## config.mk

```make
export PLATFORM = sky130hd
export DESIGN_NAME = dominant_nibble_colour_flat
export DESIGN_NICKNAME = d
export VERILOG_FILES = /design/src/hw/rtl/dnc_pkg.sv /design/src/hw/rtl/dnc_if.sv /design/src/hw/rtl/dnc_cell.sv /design/src/hw/rtl/dominant_nibble_colour.sv /design/src/flat_wrapper.sv
export SDC_FILE = /design/constraint.sdc
export NUM_CORES = 1
export LEC_CHECK = 0
export BUFFER_PORTS_ARGS = -buffer_cell sky130_fd_sc_hd__buf_4
export CAP_MARGIN = 15
export CORE_UTILIZATION = 30
export CTS_CLUSTER_SIZE = 14
export DETAILED_ROUTE_END_ITERATION = 8
export PLACE_DENSITY = 0.42
export SYNTH_ARGS = -nofsm -noshare
export SYNTH_HDL_FRONTEND = slang
export SYNTH_HIERARCHICAL = 1
export SYNTH_SLANG_ARGS = --single-unit
```

## constraint.sdc

```tcl
create_clock -name clk -period 5.9 [get_ports clk]
set_input_delay 0 -clock clk [delete_from_list [all_inputs] [get_ports clk]]
set_output_delay 0 -clock clk [all_outputs]
set_load 0.005 [all_outputs]
```

## src/hw/rtl/dnc_pkg.sv

```systemverilog
// ----------------------------------------------------------------------------
// dnc_pkg: shared types and constants for the dominant nibble colour block
// Nibble and counter widths, the number of bins, and the token that carries
// the running best bin along the row of counting cells.
// ----------------------------------------------------------------------------
package dnc_pkg;

  localparam int unsigned NIB_W    = 4;
  localparam int unsigned NIBS     = 4;
  localparam int unsigned WORD_W   = NIB_W * NIBS;
  localparam int unsigned NUM_BINS = 15;
  localparam int unsigned CNT_W    = 9;
  localparam int unsigned HIT_W    = $clog2(NIBS + 1);

  localparam logic [CNT_W-1:0] CNT_MAX     = '1;
  localparam logic [NIB_W-1:0] DEFAULT_IDX = NIB_W'(1);

  typedef struct packed {
    logic             valid;
    logic [NIB_W-1:0] idx;
    logic [CNT_W-1:0] cnt;
  } tok_t;

endpackage

```

## src/hw/rtl/dnc_if.sv

```systemverilog
// ----------------------------------------------------------------------------
// dnc_if: request channels of the dominant nibble colour block
// One interface for pixel words in and one for colour results out.
// ----------------------------------------------------------------------------
interface dnc_in_if;
  logic        valid;
  logic        ready;
  logic [15:0] pixel_word;
  logic        last;

  modport source (output valid, output pixel_word, output last, input ready);
  modport sink   (input valid, input pixel_word, input last, output ready);
endinterface

interface dnc_out_if;
  logic       valid;
  logic       ready;
  logic [3:0] colour_index;

  modport source (output valid, output colour_index, input ready);
  modport sink   (input valid, input colour_index, output ready);
endinterface

```

## src/hw/rtl/dnc_cell.sv

```systemverilog
// ----------------------------------------------------------------------------
// dnc_cell: one histogram bin of the dominant nibble colour block
// Counts matching nibbles with saturation, and during the scan compares its
// count against the passing token, then clears itself.
// ----------------------------------------------------------------------------
module dnc_cell import dnc_pkg::*; #(
  parameter int unsigned BIN_IDX = 1
) (
  input  logic              clk,
  input  logic              rst,
  input  logic              count_en,
  input  logic [WORD_W-1:0] pixel_word,
  input  logic              advance,
  input  tok_t              tok_in,
  output tok_t              tok_out
);

  localparam logic [NIB_W-1:0] MY_IDX = NIB_W'(BIN_IDX);

  logic [CNT_W-1:0] count;
  logic [CNT_W-1:0] count_next;
  logic [HIT_W-1:0] hits;
  logic [CNT_W:0]   sum;

  always_comb begin
    hits = '0;
    for (int k = 0; k < NIBS; k++) begin
      if (pixel_word[k*NIB_W +: NIB_W] == MY_IDX) begin
        hits = hits + HIT_W'(1);
      end
    end
    sum = {1'b0, count} + (CNT_W+1)'(hits);
    if (sum > {1'b0, CNT_MAX}) begin
      count_next = CNT_MAX;
    end else begin
      count_next = sum[CNT_W-1:0];
    end
  end

  always_ff @(posedge clk) begin
    if (rst) begin
      count         <= '0;
      tok_out.valid <= 1'b0;
    end else begin
      if (advance && tok_in.valid) begin
        count <= '0;
      end else if (count_en) begin
        count <= count_next;
      end
      if (advance) begin
        tok_out.valid <= tok_in.valid;
      end
    end
    // Strictly greater keeps the earlier, lower index on a tie.
    if (advance) begin
      if (count > tok_in.cnt) begin
        tok_out.idx <= MY_IDX;
        tok_out.cnt <= count;
      end else begin
        tok_out.idx <= tok_in.idx;
        tok_out.cnt <= tok_in.cnt;
      end
    end
  end

endmodule

```

## src/hw/rtl/dominant_nibble_colour.sv

```systemverilog
// Scan path: a word marked last launches a token from the start register; the token
//   then passes through each of the 15 cells of the row and into the output register.
//   The whole row holds while the token at the tail waits for the output register.
// Throughput: one word per cycle while a run is counted; after a last word the
//   input is held off until the scan token leaves the row, later while the previous result waits.
// Reset: synchronous; all bin counts clear, no scan is pending, no result.
// ----------------------------------------------------------------------------
// dominant_nibble_colour: most frequent nonzero 4-bit palette index in a run
// A row of bin cells counts nibbles; a token walks the row to find the mode.
// ----------------------------------------------------------------------------
module dominant_nibble_colour import dnc_pkg::*; (
  input logic      clk,
  input logic      rst,
  dnc_in_if.sink   pixels,
  dnc_out_if.source result
);

  tok_t              chain [NUM_BINS+1];
  logic [NUM_BINS:0] chain_valid;
  logic              start_valid;
  logic              busy;
  logic              accept;
  logic              advance;
  logic              out_load;
  logic              out_valid;
  logic [NIB_W-1:0]  out_idx;

  assign chain[0].valid = start_valid;
  assign chain[0].idx   = DEFAULT_IDX;
  assign chain[0].cnt   = '0;

  always_comb begin
    for (int i = 0; i <= NUM_BINS; i++) begin
      chain_valid[i] = chain[i].valid;
    end
  end

  assign busy     = |chain_valid;
  assign accept   = pixels.valid && pixels.ready;
  assign out_load = chain[NUM_BINS].valid && (!out_valid || result.ready);
  // Only a waiting token at the tail stalls the row, and then every cell holds.
  assign advance  = !(chain[NUM_BINS].valid && !out_load);

  assign pixels.ready        = !busy;
  assign result.valid        = out_valid;
  assign result.colour_index = out_idx;

  for (genvar g = 0; g < NUM_BINS; g++) begin : g_bin
    dnc_cell #(.BIN_IDX(g + 1)) u_cell (
      .clk        (clk),
      .rst        (rst),
      .count_en   (accept),
      .pixel_word (pixels.pixel_word),
      .advance    (advance),
      .tok_in     (chain[g]),
      .tok_out    (chain[g+1])
    );
  end

  always_ff @(posedge clk) begin
    if (rst) begin
      start_valid <= 1'b0;
      out_valid   <= 1'b0;
    end else begin
      if (accept && pixels.last) begin
        start_valid <= 1'b1;
      end else if (advance) begin
        start_valid <= 1'b0;
      end
      if (out_load) begin
        out_valid <= 1'b1;
      end else if (result.ready) begin
        out_valid <= 1'b0;
      end
    end
  end

  always_ff @(posedge clk) begin
    if (out_load) begin
      out_idx <= chain[NUM_BINS].idx;
    end
  end

endmodule

```

## src/flat_wrapper.sv

```systemverilog
// flat-port wrapper written by rule: the top's interface ports become plain ports
module dominant_nibble_colour_flat import dnc_pkg::*;
  (clk, rst, pixels_valid, pixels_pixel_word, pixels_last, pixels_ready, result_valid, result_colour_index, result_ready);
  dnc_in_if pixels_i ();
  dnc_out_if result_i ();
  input logic clk;
  input logic rst;
  input wire logic [$bits(pixels_i.valid)-1:0] pixels_valid;
  input wire logic [$bits(pixels_i.pixel_word)-1:0] pixels_pixel_word;
  input wire logic [$bits(pixels_i.last)-1:0] pixels_last;
  output wire logic [$bits(pixels_i.ready)-1:0] pixels_ready;
  output wire logic [$bits(result_i.valid)-1:0] result_valid;
  output wire logic [$bits(result_i.colour_index)-1:0] result_colour_index;
  input wire logic [$bits(result_i.ready)-1:0] result_ready;
  assign pixels_i.valid = pixels_valid;
  assign pixels_i.pixel_word = pixels_pixel_word;
  assign pixels_i.last = pixels_last;
  assign pixels_ready = pixels_i.ready;
  assign result_valid = result_i.valid;
  assign result_colour_index = result_i.colour_index;
  assign result_i.ready = result_ready;
  dominant_nibble_colour u_core (.clk(clk), .rst(rst), .pixels(pixels_i), .result(result_i));
endmodule
```

After elaboration in Yosys (flattened, before gate mapping):

Index checks and enable logic that the tools add are counted.

* add/sub/neg operators: 60
* $lt $le $gt $ge: 30
* equality and inequality tests: 61
* mux-type cells: 92
* reductions and logical operators: 41

Operator list (number)
* $mux W9: 28
* $add A9 B3 Y10: 15
* $gt A10 B9 Y1 const B: 15
* $add A3 B1 Y3 const B: 45
* $mux W3: 45
* $eq A4 B4 Y1 const B: 32
* $gt A9 B9 Y1: 14
* $eq A4 B3 Y1 const B: 16
* $eq A4 B2 Y1 const B: 8
* $reduce_or A2 Y1: 15
* $logic_and A1 B1 Y1: 19
* $mux W1: 19
* $eq A4 B1 Y1 const B: 4
* $reduce_or A16 Y1: 1
* $gt A9 B1 Y1 const B: 1
* $logic_not A1 Y1: 4
* $ne A2 B2 Y1 const B: 1
* $reduce_bool A2 Y1: 1
* $logic_or A1 B1 Y1: 1

* register bits after elaboration: 331
* bits of input ports: 21
* output and inout bits: 6
* logic and storage cells: 346

Longest topological paths before layout:

* word-level depth: 11
* mapped depth: 14
* depth with buffers taken out: 14

Modules after synthesis:

Netlist, hierarchy kept.

Modules (own cells, without submodules)
* dnc_cell (u_core.g_bin[4].u_cell ...): instances 4, cells an instance 170, area an instance 1720.4 sq um, sequential area each 590.6 sq um
* dnc_cell (u_core.g_bin[10].u_cell ...): instances 4, cells an instance 172, area an instance 1707.9 sq um, sequential area each 590.6 sq um
* dnc_cell (u_core.g_bin[1].u_cell ...): instances 3, cells an instance 173, area an instance 1751.7 sq um, sequential area each 590.6 sq um
* dnc_cell (u_core.g_bin[11].u_cell ...): instances 2, cells an instance 173, area an instance 1714.1 sq um, sequential area each 590.6 sq um
* dnc_cell (u_core.g_bin[0].u_cell): instances 1, cells an instance 173, area an instance 1705.4 sq um, sequential area each 590.6 sq um
* dnc_cell (u_core.g_bin[14].u_cell): instances 1, cells an instance 172, area an instance 1692.9 sq um, sequential area each 590.6 sq um
* dominant_nibble_colour: instances 1, cells an instance 24, area an instance 280.3 sq um, sequential area each 160.2 sq um

Least setup slack after synthesis:

OpenSTA, ideal clock, no wires.

* path type: reg2reg
* from: register u_core.out_valid, in the netlist u_core/result.valid
* to: register u_core.g_bin[0].u_cell.count[7]
* library setup time: 0.130 ns
* arrival time: 6.044 ns
* data required time: 5.770 ns
* slack: -0.274 ns
* stages on the path, launching flop included: 6
* period minus slack after synthesis: 6.174 ns
* cells stage by stage: dfxtp_1 -> nor2b_1 -> nand2_1 -> a21o_1 -> buf_1 -> nor3_1

* longest elaborated chain between the ends: 8

Ends and longest elaborated chain
* start, declared: line dominant_nibble_colour.sv:25 `logic out_valid;`
* start signal, assigned: line dominant_nibble_colour.sv:63 `out_valid <= 1'b0;`
* start signal, assigned: line dominant_nibble_colour.sv:71 `out_valid <= 1'b1;`
* start signal, assigned: line dominant_nibble_colour.sv:73 `out_valid <= 1'b0;`
* $logic_not A1 Y1: line dominant_nibble_colour.sv:40 `assign out_load = chain[NUM_BINS].valid && (!out_valid || result.ready);`
* $logic_or A1 B1 Y1: line dominant_nibble_colour.sv:40
* $logic_and A1 B1 Y1: line dominant_nibble_colour.sv:40
* $logic_not A1 Y1: line dominant_nibble_colour.sv:42 `assign advance = !(chain[NUM_BINS].valid && !out_load);`
* $logic_and A1 B1 Y1: line dominant_nibble_colour.sv:42
* $logic_not A1 Y1: line dominant_nibble_colour.sv:42
* net u_core.advance: line dominant_nibble_colour.sv:23 `logic advance;`
* $logic_and A1 B1 Y1: line dnc_cell.sv:45 `if (advance && tok_in.valid) begin`
* $reduce_or A2 Y1 (no source line)
* end signal, assigned: line dnc_cell.sv:48 `count <= count_next;`
* end, declared: line dnc_cell.sv:20 `logic [CNT_W-1:0] count;`

The timed path passes the listed nets, and every way through them passes these cells.
A chain may end at the register's enable or synchronous reset.

Worst setup path after layout:

* from: register u_core/g_bin[14].u_cell/tok_out[13] (netlist bit)
* to: register u_core.g_bin[12].u_cell.count[6]

* elaborated cells between the ends (all ways): 9
* those cells by class: reduce/logical (9)

RTL lines
* start, declared: line dnc_cell.sv:15 `output tok_t tok_out`
* $reduce_or A16 Y1: line dominant_nibble_colour.sv:38 `assign busy = |chain_valid;`
* $logic_not A1 Y1: line dominant_nibble_colour.sv:44 `assign pixels.ready = !busy;`
* $logic_and A1 B1 Y1: line dominant_nibble_colour.sv:39 `assign accept = pixels.valid && pixels.ready;`
* net u_core.accept: line dominant_nibble_colour.sv:22 `logic accept;`
* end signal, assigned: line dnc_cell.sv:48
* end, declared: line dnc_cell.sv:20

The timed path passes the listed nets, and every way through them passes these cells.

==> results.py <==
metrics = {
    "worst_setup_path": {
        "worst_case_register_to_register_setup_slack_ns": 2.72,
        "critPathTopFamily": "simple AND/OR/NAND/NOR gates",
        "worst-path-max-fanout": 26,
        "worst_path_max_delay_cell": "nor2_4",
        "timing.critical_path.cells": "nor4_2 -> nand4_1 -> nor2_4 -> buf_4 -> a21boi_1 -> nand3_1 -> a21oi_1",
        "timing.setup.critical_path_class": "reg2reg",
        "worst_path_largest_cell_delay_ns": 0.62,
        "critical_path.n_buffers_inverters": 1,
        "worst_setup_path_start_kind": "flip-flop",
        "worst-endpoint-required_ns": 6.40,
        "worst_setup_path_end_kind": "flip-flop",
        "cp.arrival_ns": 3.68,
    },
    "die": {
        "placementRows": 106,
        "top_level_ports": 27,
        "chipWidth_um": 294,
        "fp.dieArea_um2": 86300,
        "initial_core_util_pct": 30.4,
        "die_height_um": 294,
        "core_um2": 84000,
    },
    "clocking": {
        "post_cts.resized_instances": 0,
        "clock-root-buffer": "clkbuf_16",
        "ctsLongestPathBuffers": 3,
        "clk_transition_reported_paths_ns": 0.06,
        "clkSinkCount": 342,
        "cts-buffers-inserted": 46,
        "number_of_h_tree_levels": 2,
        "insertion_delay_ns": 0.59,
        "tritoncts_clock_tree": "yes",
    },
    "pwr": {
        "net-switching-power_mw": 1.40,
        "power.ir.vdd_worst_uv": 206,
        "combinationalPowerShare_pct": 6.9,
        "cell_internal_power_mw": 4.45,
        "power_leakage_nw": 13.5,
        "power.share.switching_pct": 24.0,
        "power_density_nw_per_um2": 206,
        "share_seq_of_total_power_pct": 44.7,
        "p_clk_share_pct": 48.3,
    },
    "job": {
        "maxCapViolations": 0,
    },
    "drt": {
        "detail_route.drc_violations": 0,
        "drt_iter0_markers": 1128,
        "drtAntennaViolNets": 0,
        "dr_total_vias": 20000,
        "routedWlPerCell_um": 17.9,
        "wl_um": 67300,
        "vias_per_cell": 5.32,
        "drt-pass1-iter-count": 5,
    },
    "sta": {
        "final.setup.tns_ns": 0,
        "final_period_minus_worst_setup_slack_ns": 3.18,
        "final_max_slew_viol_count": 0,
        "rsz0062_at_grt": "no",
        "setup_viol": 0,
        "slew_headroom_pct": 33.5,
        "fmax_mhz": 314,
        "max_slew.worst_pin.slew_ns": 0.998,
        "report.final.hold_viol_count": 0,
        "layout_worst_path_cycle_share_pct": 53.9,
        "finClkSkew_ns": 0.0297,
    },
    "global_routing": {
        "grt_antenna_before_repair": 1,
        "first_global_vias": 19800,
        "wire_length_of_the_first_global_routing_pass_um": 109000,
        "maximum_number_of_pins_on_one_net_before_global_route_repair": 90,
        "grt_util_all_layers_pct": 15.6,
        "grt_remaining_overflow": 0,
    },
    "run_status": {
        "outcome": "finished clean",
    },
    "layout": {
        "areaGrowthSynthToFinish_pct": 11.2,
        "layout.cells.most_common": "ha_1",
        "final_net_count": 2893,
        "layout_common_cells": "ha_1, inv_1, edfxtp_1",
        "sequential_cell_area_um2": 8750,
        "final_cell_area_um2": 28400,
        "post-route-util_pct": 33.8,
        "drive_above_1_share_pct": 13.3,
        "multiInputGateArea_um2": 15500,
        "filler_cell_count": 8466,
    },
    "synthesis": {
        "synth_area_um2": 25500,
        "syn-instance-count": 2554,
        "syn-mean-instance-area_um2": 10.0,
        "yosysWarnings": 6,
    },
    "placement": {
        "numPortBuffers": 26,
        "routabilityCongestion": 0.830,
        "dpl-instance-area_um2": 26800,
        "post-dp-hpwl_um": 49300,
    },
    "min_path": {
        "hold_path_class": "in2reg",
    },
}
[per-layer routing]
metal	GRT usage (%)	up-vias	part of all wire, %
met2	26.4	334	47
li1	-	9826	-
met5	0	-	0.012
met4	3.93	2	2.0
met3	2.30	93	3.7
met1	20.5	9737	47
[sequential cells by signal, indices dropped and copies added (netlist names)]
name,cells
u_core/result.colour_index,4
u_core/result.valid,1
u_core/g_bin.u_cell/count,135
u_core/g_bin.u_cell/tok_out,201
u_core/start_valid,1
[final timing paths]
check,from,end,cells after the start
worst max-delay path,u_core/g_bin[14].u_cell/tok_out[13],u_core/g_bin[12].u_cell/count[6],7
worst min-delay path,pixels_valid,u_core/g_bin[11].u_cell/count[0],5
worst max register to register,u_core/g_bin[14].u_cell/tok_out[13],u_core/g_bin[12].u_cell/count[6],7
worst min register to register,u_core/g_bin[14].u_cell/tok_out[9],u_core/result.colour_index[0],0
[power by group through the flow]
stage / clock network [mW] / registers (mW) / logic, mW
3_3_place_gp: 0 / 2.67 / 0.390
6_report: 2.83 / 2.62 / 0.405
3_5_place_dp: 0 / 2.67 / 0.403
5_1_grt: 3.03 / 2.63 / 0.463
4_1_cts: 2.94 / 2.62 / 0.409
2_1_floorplan: 0 / 2.64 / 0.286
[stage by stage]
| step | total power [mW] | setup WS [ns] | instances | hold slack [ns] |
|---|---|---|---|---|
| final | 5.85 | 2.72 | 3760 | 0.0943 |
| after global routing | 6.12 | 2.39 | 3758 | 0.109 |
| after floorplan | 2.92 | 2.07 | 2583 | 0.0724 |
| after global placement | 3.06 | 2.43 | 3668 | 0.380 |
| after CTS | 5.97 | 2.71 | 3758 | 0.0616 |
| after detailed placement | 3.07 | 2.41 | 3668 | 0.379 |
[worst reg2reg max path, cell delays in order, from the launching register on]
cell and delay, ns:
dfxtp_1 0.45, nor4_2 0.29, nand4_1 0.26, nor2_4 0.63, buf_4 0.41, a21boi_1 0.51, nand3_1 0.36, a21oi_1 0.21
[layout make-up]
class	instances	area share [%]
Antenna cell	2	0.0176
Clock buffer	69	4.79
Clock inverter	16	0.625
Inverter	227	3.00
Multi-Input combinational cell	1932	54.7
Sequential cell	342	30.8
Tap cell	1134	4.99
Timing Repair Buffer	38	1.09
[repair_timing]
item	CTS	global route
hold buffers	5	0
buffers inserted	0	0
hold endpoints to repair	17	0
Power figures use the tool's default switching activity.
